### config.mk
export PLATFORM = sky130hd
export DESIGN_NAME = sbcr_ctrl
export DESIGN_NICKNAME = d
export VERILOG_FILES = /design/src/hw/rtl/sbcr_pkg.sv /design/src/hw/rtl/sbcr_ctrl.sv
export SDC_FILE = /design/constraint.sdc
export NUM_CORES = 1
export LEC_CHECK = 0
export ABC_AREA = 0
export BUFFER_PORTS_ARGS = -buffer_cell sky130_fd_sc_hd__buf_2
export CORE_MARGIN = 4
export CORE_UTILIZATION = 59
export CTS_BUF_LIST = sky130_fd_sc_hd__clkbuf_8
export DETAILED_ROUTE_END_ITERATION = 7
export PLACE_DENSITY = 0.83
export SLEW_MARGIN = 20
export SYNTH_ARGS = -nofsm -noshare
export SYNTH_HDL_FRONTEND = slang
export SYNTH_SLANG_ARGS = --single-unit
### constraint.sdc
create_clock -name i_clk -period 2.5 [get_ports i_clk]
set_clock_uncertainty 0.2 [all_clocks]
set_input_delay 0.25 -clock i_clk [delete_from_list [all_inputs] [get_ports i_clk]]
set_output_delay 0.25 -clock i_clk [all_outputs]
set_load 0.01 [all_outputs]
### src/hw/rtl/sbcr_pkg.sv
// ----------------------------------------------------------------------------
// sbcr_pkg
// Shared types and constants for the sphere/box collision resolver.
// ----------------------------------------------------------------------------
package sbcr_pkg;

    localparam int DEF_MAX_BOXES = 64;
    localparam int DEF_FRAC_BITS = 16;

    localparam int VAL_W = 32;
    localparam int RAD_W = 31;

    // configuration register indexes
    localparam logic [1:0] CFG_BOX_COUNT  = 2'd0;
    localparam logic [1:0] CFG_WALL_THR   = 2'd1;
    localparam logic [1:0] CFG_MAX_PASSES = 2'd2;

    localparam logic [6:0]  RST_BOX_COUNT  = 7'd0;
    localparam logic [16:0] RST_WALL_THR   = 17'd46334;
    localparam logic [3:0]  RST_MAX_PASSES = 4'd3;

    // input item op codes
    localparam logic OP_WRITE   = 1'b0;
    localparam logic OP_RESOLVE = 1'b1;

    localparam logic [1:0] AX_X = 2'd0;
    localparam logic [1:0] AX_Y = 2'd1;
    localparam logic [1:0] AX_Z = 2'd2;

    typedef enum logic [4:0] {
        S_IDLE,
        S_RSQ_MUL,
        S_RSQ_SET,
        S_BOX_START,
        S_BOX_RD,
        S_CLAMP,
        S_SQ_MUL,
        S_SQ_ACC,
        S_TEST,
        S_SQRT,
        S_PEN,
        S_DIV_INIT,
        S_DIV_STEP,
        S_DIV_END,
        S_PUSH_MUL,
        S_PUSH_ACC,
        S_DOT_MUL,
        S_DOT_ACC,
        S_CLASSIFY,
        S_VEL_CHK,
        S_VEL_MUL,
        S_VEL_ACC,
        S_NEXT,
        S_DONE
    } t_state;

    typedef enum logic [4:0] {
        DP_NOP,
        DP_WRITE,
        DP_LOAD,
        DP_MUL_RSQ,
        DP_SET_RSQ,
        DP_CLAMP,
        DP_MUL_SQ,
        DP_ACC_SQ,
        DP_SQRT_INIT,
        DP_SQRT_STEP,
        DP_PEN,
        DP_DIV_INIT,
        DP_DIV_STEP,
        DP_DIV_END,
        DP_MUL_PUSH,
        DP_ACC_PUSH,
        DP_MUL_DOT,
        DP_ACC_DOT,
        DP_CLASSIFY,
        DP_MUL_VEL,
        DP_ACC_VEL,
        DP_OUT_LOAD
    } t_dp_op;

    typedef struct packed {
        t_dp_op     op;
        logic [1:0] axis;
    } t_dp_cmd;

    typedef struct packed {
        logic dsq_lt_rsq;
        logic dsq_zero;
        logic vel_adj;
        logic out_free;
    } t_dp_status;

endpackage

### src/hw/rtl/sbcr_ctrl.sv
// ----------------------------------------------------------------------------
// sbcr_ctrl
// Sequencer: walks passes, boxes and the per-hit arithmetic steps.
// ----------------------------------------------------------------------------
module sbcr_ctrl import sbcr_pkg::*; #(
    parameter int MAX_BOXES = DEF_MAX_BOXES,
    parameter int FRAC_BITS = DEF_FRAC_BITS,
    localparam int CW    = $clog2(MAX_BOXES + 1),
    localparam int NUM_W = 32 + FRAC_BITS,
    localparam int SW    = $clog2(NUM_W)
) (
    input  logic          i_clk,
    input  logic          i_rst_n,
    input  logic          i_in_valid,
    input  logic          i_op,
    output logic          o_in_stall,
    input  logic [6:0]    i_box_count,
    input  logic [3:0]    i_max_passes,
    input  t_dp_status    i_status,
    output t_dp_cmd       o_cmd,
    output logic [CW-1:0] o_box_idx
);

    t_state        r_state, n_state;
    logic [1:0]    r_axis, n_axis;
    logic [SW-1:0] r_step, n_step;
    logic [CW-1:0] r_box, n_box;
    logic [3:0]    r_pass, n_pass;
    logic          r_any, n_any;
    logic [CW-1:0] c_count;

    assign c_count = (32'(i_box_count) > MAX_BOXES) ? CW'(MAX_BOXES) : CW'(i_box_count);

    always_ff @(posedge i_clk) begin
        if (!i_rst_n) begin
            r_state <= S_IDLE;
            r_axis  <= AX_X;
            r_step  <= '0;
            r_box   <= '0;
            r_pass  <= '0;
            r_any   <= 1'b0;
        end else begin
            r_state <= n_state;
            r_axis  <= n_axis;
            r_step  <= n_step;
            r_box   <= n_box;
            r_pass  <= n_pass;
            r_any   <= n_any;
        end
    end

    always_comb begin
        n_state    = r_state;
        n_axis     = r_axis;
        n_step     = r_step;
        n_box      = r_box;
        n_pass     = r_pass;
        n_any      = r_any;
        o_cmd.op   = DP_NOP;
        o_cmd.axis = r_axis;
        o_in_stall = 1'b1;
        unique case (r_state)
            S_IDLE: begin
                o_in_stall = 1'b0;
                if (i_in_valid) begin
                    if (i_op == OP_WRITE) begin
                        o_cmd.op = DP_WRITE;
                    end else begin
                        o_cmd.op = DP_LOAD;
                        n_state  = S_RSQ_MUL;
                    end
                end
            end
            S_RSQ_MUL: begin
                o_cmd.op = DP_MUL_RSQ;
                n_state  = S_RSQ_SET;
            end
            S_RSQ_SET: begin
                o_cmd.op = DP_SET_RSQ;
                n_pass   = '0;
                n_box    = '0;
                n_any    = 1'b0;
                n_state  = (i_max_passes == 4'd0) ? S_DONE : S_BOX_START;
            end
            S_BOX_START: begin
                if (r_box == c_count) begin
                    if (!r_any || (5'(r_pass) + 5'd1 == 5'(i_max_passes))) begin
                        n_state = S_DONE;
                    end else begin
                        n_pass = r_pass + 4'd1;
                        n_box  = '0;
                        n_any  = 1'b0;
                    end
                end else begin
                    n_state = S_BOX_RD;
                end
            end
            S_BOX_RD: begin
                n_state = S_CLAMP;
            end
            S_CLAMP: begin
                o_cmd.op = DP_CLAMP;
                n_axis   = AX_X;
                n_state  = S_SQ_MUL;
            end
            S_SQ_MUL: begin
                o_cmd.op = DP_MUL_SQ;
                n_state  = S_SQ_ACC;
            end
            S_SQ_ACC: begin
                o_cmd.op = DP_ACC_SQ;
                if (r_axis == AX_Z) begin
                    n_state = S_TEST;
                end else begin
                    n_axis  = r_axis + 2'd1;
                    n_state = S_SQ_MUL;
                end
            end
            S_TEST: begin
                if (i_status.dsq_lt_rsq) begin
                    o_cmd.op = DP_SQRT_INIT;
                    n_step   = '0;
                    n_state  = S_SQRT;
                end else begin
                    n_box   = r_box + 1'b1;
                    n_state = S_BOX_START;
                end
            end
            S_SQRT: begin
                o_cmd.op = DP_SQRT_STEP;
                if (r_step == SW'(31)) begin
                    n_state = S_PEN;
                end else begin
                    n_step = r_step + 1'b1;
                end
            end
            S_PEN: begin
                o_cmd.op = DP_PEN;
                n_axis   = AX_X;
                n_state  = i_status.dsq_zero ? S_PUSH_MUL : S_DIV_INIT;
            end
            S_DIV_INIT: begin
                o_cmd.op = DP_DIV_INIT;
                n_step   = '0;
                n_state  = S_DIV_STEP;
            end
            S_DIV_STEP: begin
                o_cmd.op = DP_DIV_STEP;
                if (r_step == SW'(NUM_W - 1)) begin
                    n_state = S_DIV_END;
                end else begin
                    n_step = r_step + 1'b1;
                end
            end
            S_DIV_END: begin
                o_cmd.op = DP_DIV_END;
                if (r_axis == AX_Z) begin
                    n_axis  = AX_X;
                    n_state = S_PUSH_MUL;
                end else begin
                    n_axis  = r_axis + 2'd1;
                    n_state = S_DIV_INIT;
                end
            end
            S_PUSH_MUL: begin
                o_cmd.op = DP_MUL_PUSH;
                n_state  = S_PUSH_ACC;
            end
            S_PUSH_ACC: begin
                o_cmd.op = DP_ACC_PUSH;
                if (r_axis == AX_Z) begin
                    n_axis  = AX_X;
                    n_state = S_DOT_MUL;
                end else begin
                    n_axis  = r_axis + 2'd1;
                    n_state = S_PUSH_MUL;
                end
            end
            S_DOT_MUL: begin
                o_cmd.op = DP_MUL_DOT;
                n_state  = S_DOT_ACC;
            end
            S_DOT_ACC: begin
                o_cmd.op = DP_ACC_DOT;
                if (r_axis == AX_Z) begin
                    n_state = S_CLASSIFY;
                end else begin
                    n_axis  = r_axis + 2'd1;
                    n_state = S_DOT_MUL;
                end
            end
            S_CLASSIFY: begin
                o_cmd.op = DP_CLASSIFY;
                n_axis   = AX_X;
                n_state  = S_VEL_CHK;
            end
            S_VEL_CHK: begin
                n_state = i_status.vel_adj ? S_VEL_MUL : S_NEXT;
            end
            S_VEL_MUL: begin
                o_cmd.op = DP_MUL_VEL;
                n_state  = S_VEL_ACC;
            end
            S_VEL_ACC: begin
                o_cmd.op = DP_ACC_VEL;
                if (r_axis == AX_Z) begin
                    n_state = S_NEXT;
                end else begin
                    n_axis  = r_axis + 2'd1;
                    n_state = S_VEL_MUL;
                end
            end
            S_NEXT: begin
                n_any   = 1'b1;
                n_box   = r_box + 1'b1;
                n_state = S_BOX_START;
            end
            S_DONE: begin
                if (i_status.out_free) begin
                    o_cmd.op = DP_OUT_LOAD;
                    n_state  = S_IDLE;
                end
            end
            default: begin
                n_state = S_IDLE;
            end
        endcase
    end

    assign o_box_idx = r_box;

endmodule

Word-level counts from Yosys, hierarchy flattened:

Index checks and enable logic that the tools add are counted.

* register bits after elaboration: 25
* input bits: 19
* word-level logic and storage cells: 112
* output and inout port bits: 15

* equality and inequality tests: 41
* $add $sub $neg: 5
* mux-type cells: 41
* reduce and logical (&&, ||, !) cells: 18
* $lt $le $gt $ge: 1

Operators by type and width (count)
* 5-bit one-hot mux with 24 select lines: 1
* 5-bit one-hot mux with 20 select lines: 1
* 5-bit two-way mux: 10
* 5-bit by 4-bit == test with 1-bit output, second input constant: 8
* 5-bit == test, second input constant: 8
* 7-bit two-way mux: 4
* 7-bit one-hot mux with 4 select lines: 1
* 2-bit inequality test, second input constant: 12
* 6-bit one-hot mux with 4 select lines: 1
* 5-bit by 3-bit == test with 1-bit output, second input constant: 4
* 4-bit two-way mux: 5
* 6-bit two-way mux: 3
* 2-bit two-way mux: 7
* 5-bit by 2-bit == test with 1-bit output, second input constant: 2
* 4-bit one-hot mux with 2 select lines: 1
* 4-bit AND reduction: 2
* 4-bit nonzero test: 2
* 7-bit by 1-bit adder with 7-bit output, second input constant: 1
* 7-bit == test: 1
* 7-bit > comparator, second input constant: 1
* 6-bit by 1-bit adder with 6-bit output, second input constant: 1
* 6-bit by 5-bit == test with 1-bit output, second input constant: 1
* 6-bit == test, second input constant: 1
* 3-bit two-way mux: 2
* other kinds (21): 26

Longest topological paths before layout:

* depth in word-level cells: 6
* gate-level depth with buffers: 9
* depth with buffers taken out: 8

Worst setup path before layout:

No wires, ideal clock.

* path kind: reg-to-reg
* from: register r_box[1], in the netlist o_box_idx[1]
* to: register r_box[3], in the netlist o_box_idx[3]
* path slack: 0.266 ns
* cell stages (with the launch flop): 8
* setup time: 0.115 ns
* arrival time: 1.919 ns
* path through: dfxtp_1 > and4bb_1 > a31oi_1 > o21a_1 > nor4_4 > o2111ai_2 > nand2_2 > o21ba_1

* cells in the longest elaborated chain, start to end: 3
* elaborated cells between the ends (all ways): 6
* classes of those cells: add/sub: 1; eq/ne: 2; mux: 2; reduce/logical: 1

Ends and longest elaborated chain
* from (decl): RTL line sbcr_ctrl.sv:27 `logic [CW-1:0] r_box, n_box;`
* from (signal assigned): RTL line sbcr_ctrl.sv:46 `r_box <= n_box;`
* 7-bit by 1-bit adder with 7-bit output / 7-bit == test (equally long branches): RTL line sbcr_ctrl.sv:125, sbcr_ctrl.sv:215, sbcr_ctrl.sv:86
* 7-bit two-way mux / 2-bit inequality test (equally long branches)
* 7-bit one-hot mux with 4 select lines / 4-bit AND reduction (equally long branches)

Parallel ways exist; a longest one is shown, timed or not. The select of a mux whose other input is x is not followed.
A chain may end at the register's enable or synchronous reset.

Final worst setup path:

* from: register r_pass[1]
* to: register r_box[4], in the netlist o_box_idx[4]

* cells in the longest elaborated chain, start to end: 5

Ends and longest elaborated chain
* from (decl): RTL line sbcr_ctrl.sv:28 `logic [3:0] r_pass, n_pass;`
* from (signal assigned): RTL line sbcr_ctrl.sv:47 `r_pass <= n_pass;`
* 4-bit by 1-bit adder with 5-bit output: RTL line sbcr_ctrl.sv:87 `if (!r_any || (5'(r_pass) + 5'd1 == 5'(i_max_passes))) begin`
* 5-bit by 4-bit == test with 1-bit output: RTL line sbcr_ctrl.sv:87
* 1-bit logical OR: RTL line sbcr_ctrl.sv:87
* 2-bit inequality test (no source line)
* 4-bit AND reduction (no source line)

No other way between the ends.

==> results.sh <==
export IMPL_outcome="finished, final reports clean"
export IMPL_yosysUniqueCellTypes=55
export IMPL_die_h_um=67.51
export IMPL_post_route_period_util_pct=97.62
export IMPL_clockBufferDepth=2
export IMPL_drt_pass1_iter_count=4
export IMPL_power_w=0.001295
export IMPL_syn_inst=272
export IMPL_gp_congestion=0.9445
export IMPL_tightest_slew_ns=0.5534
export IMPL_met3_usage_pct=3.494
export IMPL_post_route_util_pct=69.73
export IMPL_pre_cts_slack_ns=0.1106
export IMPL_htree_levels=1
export IMPL_final_nets=334
export IMPL_cts_sinks=25
export IMPL_yosysSeqAreaShare_pct=23.95
export IMPL_place_hpwl_um=3824
export IMPL_report_final_setup_viol=0
export IMPL_grt_pass1_wl_um=8286
export IMPL_use_met2_pct=38.15
export IMPL_reg2reg_from="r_pass[1]"
export IMPL_maxCapViolations=0
export IMPL_slew_headroom_pct=62.79
export IMPL_fillers=286
export IMPL_overflow=0
export IMPL_vias_per_cell=5.884
export IMPL_synth_area_mm2=0.002090
export IMPL_regArea_um2=504.2
export IMPL_grt_max_degree=22
export IMPL_grt_total_usage_pct=23.20
export IMPL_antenna_found_initial=0
export IMPL_crit_start="r_pass[1]"
export IMPL_power_density_mw_per_mm2=547.9
export IMPL_cts_tree="done"
export IMPL_grt_pass1_vias=1852
export IMPL_ys_ff_latch=25
export IMPL_fmax_mhz=409.7
export IMPL_hold_viol_final=0
export IMPL_area_delta_synth_final_pct=13.11
export IMPL_clk_pin_slew_worst_paths_ns=0.09
export IMPL_power_leakage_nw=0.9691
export IMPL_r2r_cells=10
export IMPL_final_cell_mix="34 x nor2_1, 33 x buf_2, 22 x dfxtp_1"
export IMPL_avgSynthCellArea_um2=7.682
export IMPL_critPathKind="reg -> reg"
export IMPL_async_flop_share_pct=0
export IMPL_start_kind="flop"
export IMPL_fin_ws_ns=0.05947
export IMPL_setup_tns_ns=0
export IMPL_ant_nets=0
export IMPL_cp_required_ns=2.47
export IMPL_report_final_slew_viol_count=0
export IMPL_r2r_end="o_box_idx[4]"
export IMPL_die_area_mm2=0.004558
export IMPL_core_area_mm2=0.003390
export IMPL_row_count=21
export IMPL_period_needed_ns=2.441
export IMPL_gr_usage_met1_pct=32.62
export IMPL_cp_endpoint="o_box_idx[4]"
export IMPL_antenna_cells=0
export IMPL_drtIter0Drc=131
export IMPL_wl_um=5132
export IMPL_synthFlopType="dfxtp_1"
export IMPL_die_x_um=67.51
export IMPL_multi_input_area_mm2=0.001448
export IMPL_drive_above_1_share_pct=20.78
export IMPL_num_vias=2083
export IMPL_portBuffers=33
export IMPL_cts_root_buf="clkbuf_8"
export IMPL_post_route_drc_count=0
export IMPL_reg2reg_slack_ns=0.06
export IMPL_synth_nets=297
export IMPL_final_common_cell="nor2_1"
export IMPL_grt_busiest_layer="met2"
export IMPL_critical_path_arrival_ns=2.41
export IMPL_cts_buffers=3
export IMPL_vdd_ir_drop_max_v=0.0004038
export IMPL_synth_warnings=0
export IMPL_hold_buffers=0
export IMPL_worstPathMaxFanout=4
export IMPL_worstHoldPathType="in -> reg"
export IMPL_worstSkewPairLatency_ns=0.27
export IMPL_initial_core_util_pct=61.65
export IMPL_synth_edff_count=0
export IMPL_wl_per_cell_um=14.50
export IMPL_end_kind="flop"
export IMPL_holdWs_ns=0.1896
export IMPL_pin_count=34
==> registers in the layout, summed over array words and instances (netlist names) <==
register,cells
r_axis,2
r_state,5
r_pass,4
o_box_idx,7
r_any,1
r_step,6
==> power by group <==
| group | internal, W | switching [W] | leakage (nW) |
|---|---|---|---|
| sequential | 0.000418 | 0.0000373 | 0.203 |
| combinational | 0.000243 | 0.000355 | 0.740 |
| clock | 0.000112 | 0.000131 | 0.0255 |
==> cell type report <==
type | count | share of cell area, %
inverters | 10 | 1.588
repair buffers | 47 | 11.43
clock buffers | 3 | 1.747
well taps | 46 | 2.435
clock inverters | 1 | 0.2118
multi-input cells | 222 | 61.25
flip-flops and latches | 25 | 21.33
==> through the flow <==
stage,std cells,cell area (um2)
floorplan,272,2090
global placement,348,2288
detailed placement,348,2288
CTS,352,2335
global route,354,2364
finish,354,2364
==> how the worst min path moves through the flow <==
stage	startpoint	end	slack (ns)	cells past startpoint
4_1_cts	i_rst_n	r_state[0]	0.18	2
5_1_grt	i_rst_n	r_state[0]	0.20	2
3_5_place_dp	r_pass[0]	r_pass[0]	0.30	2
6_report	i_rst_n	r_state[0]	0.19	2
3_3_place_gp	r_pass[0]	r_pass[0]	0.30	2
2_1_floorplan	r_pass[3]	r_pass[3]	0.28	2
==> layer usage <==
metal / up-vias / routed length, um
li1: 1063 / -
met1: 949 / 2368
met2: 65 / 2425
met3: 6 / 289
met4: 0 / 48
met5: - / 0
==> critical path: stages, from the launching register on <==
cell and delay [ns]:
dfxtp_1 0.37, ha_2 0.31, xnor2_1 0.22, nand3_1 0.14, o31ai_4 0.30, nor4_4 0.10
buf_4 0.15, buf_4 0.13, o211ai_1 0.18, xor2_1 0.18, nor2_1 0.06
==> cells in the mapped netlist (4+ instances only) <==
master    instances  area share, %
a21oi_1          17            4.1
and3_1            4            1.2
clkbuf_1          7            1.3
clkbuf_8          4            2.6
dfxtp_1          25             24
ha_1              6            3.6
inv_1            10            1.8
mux2i_1           5            2.4
nand2_1          21            3.8
nand2b_1          7            2.1
nand3_1           9            2.2
nor2_1           34            6.1
nor2b_1          10            3.0
nor3_1            6            1.4
o211ai_1          8            2.9
o21ai_0          15            3.6
o22ai_1           5            1.5
xnor2_1           8            3.4
xor2_1           11            4.6
==> timing repair <==
item                       CTS  global route
gates resized for setup      0             5
setup buffers                0             2
setup endpoints to repair    0             5
==> logic make-up after synthesis <==
kind of cell | share of synthesized area, %
xor+xnor | 7.964
flops | 23.95
fa+ha+maj | 3.593
compound gates | 26.83
buf+inv | 7.246
mux | 2.395
simple gates | 28.02
No activity file was read; power rests on OpenSTA's default activity.
